$ cat src/design/tccw_pkg.sv
// Shared types and constants for the text console cell writer.
package tccw_pkg;

  localparam int DEF_MAX_COLS = 128;
  localparam int DEF_MAX_ROWS = 32;

  // operation codes
  localparam logic [2:0] OP_PUT  = 3'd0;
  localparam logic [2:0] OP_MOVE = 3'd1;
  localparam logic [2:0] OP_SHOW = 3'd2;
  localparam logic [2:0] OP_HIDE = 3'd3;
  localparam logic [2:0] OP_READ = 3'd4;

  // control characters and cursor glyph
  localparam logic [7:0] CH_NEWLINE   = 8'h0a;
  localparam logic [7:0] CH_RETURN    = 8'h0d;
  localparam logic [7:0] CH_BACKSPACE = 8'h08;
  localparam logic [7:0] CURSOR_GLYPH = 8'h5f;
  localparam logic [7:0] CURSOR_ATTR  = 8'h8f;

  // configuration register indexes and reset values
  localparam logic [1:0] CFG_COLS  = 2'd0;
  localparam logic [1:0] CFG_ROWS  = 2'd1;
  localparam logic [1:0] CFG_COLOR = 2'd2;

  localparam logic [7:0] COLS_RST  = 8'd80;
  localparam logic [5:0] ROWS_RST  = 6'd25;
  localparam logic [7:0] COLOR_RST = 8'd7;

  typedef struct packed {
    logic [2:0] op;
    logic [7:0] ch;
    logic [6:0] target_col;
    logic [4:0] target_row;
  } tccw_in_t;

  typedef struct packed {
    logic [7:0] cell_char;
    logic [7:0] cell_color;
    logic [6:0] cursor_col;
    logic [4:0] cursor_row;
  } tccw_out_t;

  // controller -> datapath
  typedef struct packed {
    logic latch;  // capture the input item
    logic init;   // post-reset clearing pass
    logic exec;   // apply the op to cursor and store
    logic copy;   // scroll: move rows up
    logic clr;    // scroll: clear the bottom row
    logic rd;     // read the result cell
  } tccw_cmd_t;

  // datapath -> controller
  typedef struct packed {
    logic init_last;
    logic scroll_need;
    logic copy_last;
    logic clr_last;
  } tccw_sts_t;

endpackage

$ cat src/design/tccw_ctrl.sv
// Sequencer for the text console cell writer.
module tccw_ctrl import tccw_pkg::*; (
  input  logic      clk,
  input  logic      rst_n,
  input  logic      start,
  input  tccw_sts_t sts,
  output tccw_cmd_t cmd,
  output logic      busy,
  output logic      out_valid
);

  typedef enum logic [2:0] {
    S_INIT,
    S_IDLE,
    S_EXEC,
    S_COPY,
    S_CLR,
    S_READ,
    S_RESP
  } state_t;

  state_t state_r, state_nxt;
  logic   busy_r, out_valid_r;
  logic   take;

  assign take = start && (state_r == S_IDLE || state_r == S_RESP);

  always_comb begin
    cmd       = '0;
    cmd.latch = take;
    state_nxt = state_r;
    case (state_r)
      S_INIT: begin
        cmd.init = 1'b1;
        if (sts.init_last) begin
          state_nxt = S_IDLE;
        end
      end
      S_IDLE: begin
        if (take) begin
          state_nxt = S_EXEC;
        end
      end
      S_EXEC: begin
        cmd.exec  = 1'b1;
        state_nxt = sts.scroll_need ? S_COPY : S_READ;
      end
      S_COPY: begin
        cmd.copy = 1'b1;
        if (sts.copy_last) begin
          state_nxt = S_CLR;
        end
      end
      S_CLR: begin
        cmd.clr = 1'b1;
        if (sts.clr_last) begin
          state_nxt = S_READ;
        end
      end
      S_READ: begin
        cmd.rd    = 1'b1;
        state_nxt = S_RESP;
      end
      S_RESP: begin
        state_nxt = take ? S_EXEC : S_IDLE;
      end
      default: begin
        state_nxt = S_IDLE;
      end
    endcase
  end

  always_ff @(posedge clk) begin
    if (!rst_n) begin
      state_r     <= S_INIT;
      busy_r      <= 1'b1;
      out_valid_r <= 1'b0;
    end else begin
      state_r     <= state_nxt;
      busy_r      <= !(state_nxt == S_IDLE || state_nxt == S_RESP);
      out_valid_r <= (state_nxt == S_RESP);
    end
  end

  assign busy      = busy_r;
  assign out_valid = out_valid_r;

endmodule

$ cat config.mk
export PLATFORM = sky130hd
export DESIGN_NAME = tccw_ctrl
export DESIGN_NICKNAME = d
export VERILOG_FILES = /design/src/design/tccw_pkg.sv /design/src/design/tccw_ctrl.sv
export SDC_FILE = /design/constraint.sdc
export NUM_CORES = 1
export LEC_CHECK = 0
export BUFFER_PORTS_ARGS = -buffer_cell sky130_fd_sc_hd__buf_2
export CORE_AREA = 10 10 47 49
export DETAILED_ROUTE_END_ITERATION = 7
export DIE_AREA = 0 0 57 59
export PLACE_DENSITY = 0.57
export SYNTH_ARGS = -nofsm -noshare
export SYNTH_HDL_FRONTEND = slang
export SYNTH_SLANG_ARGS = --single-unit
$ cat constraint.sdc
create_clock -name clk -period 1.1 [get_ports clk]
set_input_delay 0.165 -clock clk [delete_from_list [all_inputs] [get_ports clk]]
set_output_delay 0.165 -clock clk [all_outputs]
set_load 0.01 [all_outputs]
==> qor_table.md <==
| Result | This run |
|---|---|
| Run status | finished, violations left |
| Violations in the final reports | negative setup slack |
| Total power per unit cell area | 1080 mW/mm² |
| Area Growth Syn to Fin | 82.6% |
| Clock transition at path regs | 0.05 ns |
| Total die area | 0.00336 mm² |
| Drt drc | 0 |
| Routed length on met1 | 519 µm |
| Start of the worst register-to-register path | state_r[0]$_SDFF_PN0_ |
| Met3 WL | 39 µm |
| Floorplan row count | 14 |
| Sum of negative setup slack | -1.75 ns |
| Die span in x | 57 µm |
| Number of ports placed on the die boundary | 15 |
| Overall global routing resource usage | 7.30% |
| Max Fclk | 712 MHz |
| Effective utilization at floorplan | 26.7% |
| First-pass GRT wire length | 1940 µm |
| Relative slew slack | 86.7% |
| Netlist area before placement | 374 µm² |
| Diode count | 0 |
| Clk Tree Root Cell | sky130_fd_sc_hd__clkbuf_4 |
| Crit share post-route | 128% |
| Max H-tree Level | 1 |
| Startpoint types | flop |
| Setup repair after global routing missed its margin | yes |
| Maximum count of clock buffers along a single path | 2 |
| Post-synthesis sequential area ratio | 26.8% |
| Total count of max-transition violations in the final report | 0 |
| First element of the critical path | state_r[1]$_SDFF_PN0_ |
| Total gr overflow | 0 |
| Post-Place Worst Slack | -0.0554 ns |
| Layout Nets | 81 |
| Via count of the first global-routing pass | 449 |
| Routability-driven placement congestion ratio | 0.760 |
| Post-DR wirelength/cell | 13.7 µm |
| PnR worst setup slack | -0.305 ns |
| Sink Count | 5 |
| Setup violation total in the final timing report | 11 |
| Post-detailed-route via-to-cell ratio | 4.73 |
| Number of CTS-inserted buffers | 3 |
| Core area | 0.00140 mm² |
| Number of vias in the routed layout | 421 |
| Arrival time at the worst endpoint | 1.24 ns |
| Mean post-synth cell area | 8.70 µm² |
| Worst setup EP type | primary output |
| Share of the core filled with cells | 48.8% |
| Crit Path Max Fanout | 3 |
| Total of buffers placed on input and output ports | 14 |
| First-pass detailed-route iteration total | 3 |
| Top Layer Used | met4 |
| Number of warnings printed during yosys synthesis | 0 |
| Pin count of the biggest net entering global routing | 11 |
| Unique masters post-synth | 24 |
| Most used DFF post-synth | sky130_fd_sc_hd__dfxtp_1 |
| Critical hold path startpoint | rst_n |
| Antenna violations before repair | 0 |
| Time the worst path needs with I/O delays and setup | 1.41 ns |
| Wire length on met2 | 622 µm |
| Clock tree from TritonCTS | built |
| Antenna viol nets, final | 0 |
| Maximum vdd ir drop | 0.000487 V |
| Critical Path RT | 0.94 ns |
| Crit Path Class | reg -> out |
| Flops & latches, synth | 5 |
| Slew at the pin closest to its max-slew limit | 0.196 ns |
| Latest clock arrival within the worst-skew pair | 0.25 ns |
| # Max-Cap Violations | 0 |
| Post-route clock skew | 0.00293 ns |
| Iteration-0 DRC Markers | 5 |
| Total Wirelength | 1220 µm |
| Reported leakage power | 0.297 nW |
| EDFF count, synth | 0 |
| Share of final-layout standard cells stronger than drive strength 1 | 67.1% |
| Height of the die | 59 µm |
| Type of the worst min-delay path | in -> reg |
| Cell count after synthesis | 43 |
| HPWL after detailed placement | 815 µm |
| Async S/R FF share, synth | 0% |
| Count of final hold-check violations | 0 |
| Net count after synthesis | 50 |
-- path summary, 6_finish.rpt --
kind | end | slack (ns) | depth (start not counted)
setup reg to reg | state_r[0]$_SDFF_PN0_ | -0.20 | 6
hold reg to reg | busy$_SDFF_PN1_ | 0.73 | 3
setup / recovery | cmd[5] | -0.31 | 3
hold / removal | busy$_SDFF_PN1_ | 0.15 | 2
-- cells by family (layout without fill, tap and decap cells) --
family | Yosys count | in the layout | share of synthesized area, %
AND/OR/NAND/NOR | 22 | 22 | 37.1
AO/OA/AOI/OAI | 9 | 9 | 20.4
buffers and inverters | 5 | 35 | 10.4
flip-flops | 5 | 5 | 26.8
multiplexers | 2 | 2 | 5.35
-- stage by stage --
step,area (µm²),power [W],hold slack [ns],std cells
floorplan,377,0.000332,0.245,43
global placement,489,0.000397,0.406,75
detailed placement,489,0.000398,0.402,75
CTS,643,0.000708,0.143,87
global route,683,0.000777,0.175,89
finish,683,0.000738,0.148,89
-- worst max-delay path, cell delays in order (launching register included) --
cell                       delay [ns]
sky130_fd_sc_hd__dfxtp_2         0.33
sky130_fd_sc_hd__or3b_1          0.40
sky130_fd_sc_hd__a21boi_1        0.12
sky130_fd_sc_hd__buf_2           0.14
-- synthesized netlist by cell type, types with 2 or more instances --
library cell               number  share of area [%]
sky130_fd_sc_hd__nor2b_1        2                3.3
sky130_fd_sc_hd__mux2i_1        2                5.4
sky130_fd_sc_hd__or3b_1         2                4.7
sky130_fd_sc_hd__nor3_1         3                4.0
sky130_fd_sc_hd__nand2b_1       3                5.0
sky130_fd_sc_hd__nor2_1         3                3.0
sky130_fd_sc_hd__dfxtp_1        5                 27
sky130_fd_sc_hd__a21oi_1        3                4.0
sky130_fd_sc_hd__buf_6          2                6.0
sky130_fd_sc_hd__and2_1         2                3.3
sky130_fd_sc_hd__nand3b_1       3                6.0
-- power by group --
group | internal, W | switching [W] | total, W | leakage, nW
clock | 0.000138 | 0.0000828 | 0.000220 | 0.0150
sequential | 0.000197 | 0.00000917 | 0.000206 | 0.0428
combinational | 0.000177 | 0.000135 | 0.000311 | 0.239
total | 0.000511 | 0.000227 | 0.000738 | 0.297
-- final cells by class --
type / count / area (µm²)
Fill cell: 137 / 718
Multi-Input combinational cell: 33 / 295
Timing Repair Buffer: 30 / 226
Sequential cell: 5 / 109
Clock buffer: 4 / 26.3
Tap cell: 16 / 20.0
Inverter: 1 / 6.26
-- metal layers --
metal	vias up	GRT usage [%]
met3	4	1.72
met2	14	13.2
met1	191	6.89
met4	0	6.04
met5	-	0
li1	212	-
-- cells in the final DEF, fill, tap and decap left out, types with 2 or more instances in the layout --
cell type	synthesis	final
sky130_fd_sc_hd__a21oi_1	3	2
sky130_fd_sc_hd__and2_1	2	2
sky130_fd_sc_hd__buf_2	1	13
sky130_fd_sc_hd__buf_4	1	8
sky130_fd_sc_hd__buf_6	2	9
sky130_fd_sc_hd__clkbuf_4	0	3
sky130_fd_sc_hd__dfxtp_1	5	2
sky130_fd_sc_hd__dfxtp_4	0	2
sky130_fd_sc_hd__nand2b_4	0	2
sky130_fd_sc_hd__nand3b_1	3	3
sky130_fd_sc_hd__nor2_1	3	2
sky130_fd_sc_hd__nor2b_1	2	2
sky130_fd_sc_hd__nor3_2	0	2
sky130_fd_sc_hd__or3b_1	2	2
-- what timing repair did --
item,in CTS,in global routing
setup buffers,8,3
resized for setup,18,8
hold buffers,0,0
endpoints found under the setup margin,10,11
pin swaps,8,6
-- flip-flops by register name, summed over array words and instances (netlist names) --
signal,flops
out_valid,1
state_r,3
busy,1
Note: power is estimated with default switching activity, not from simulation.
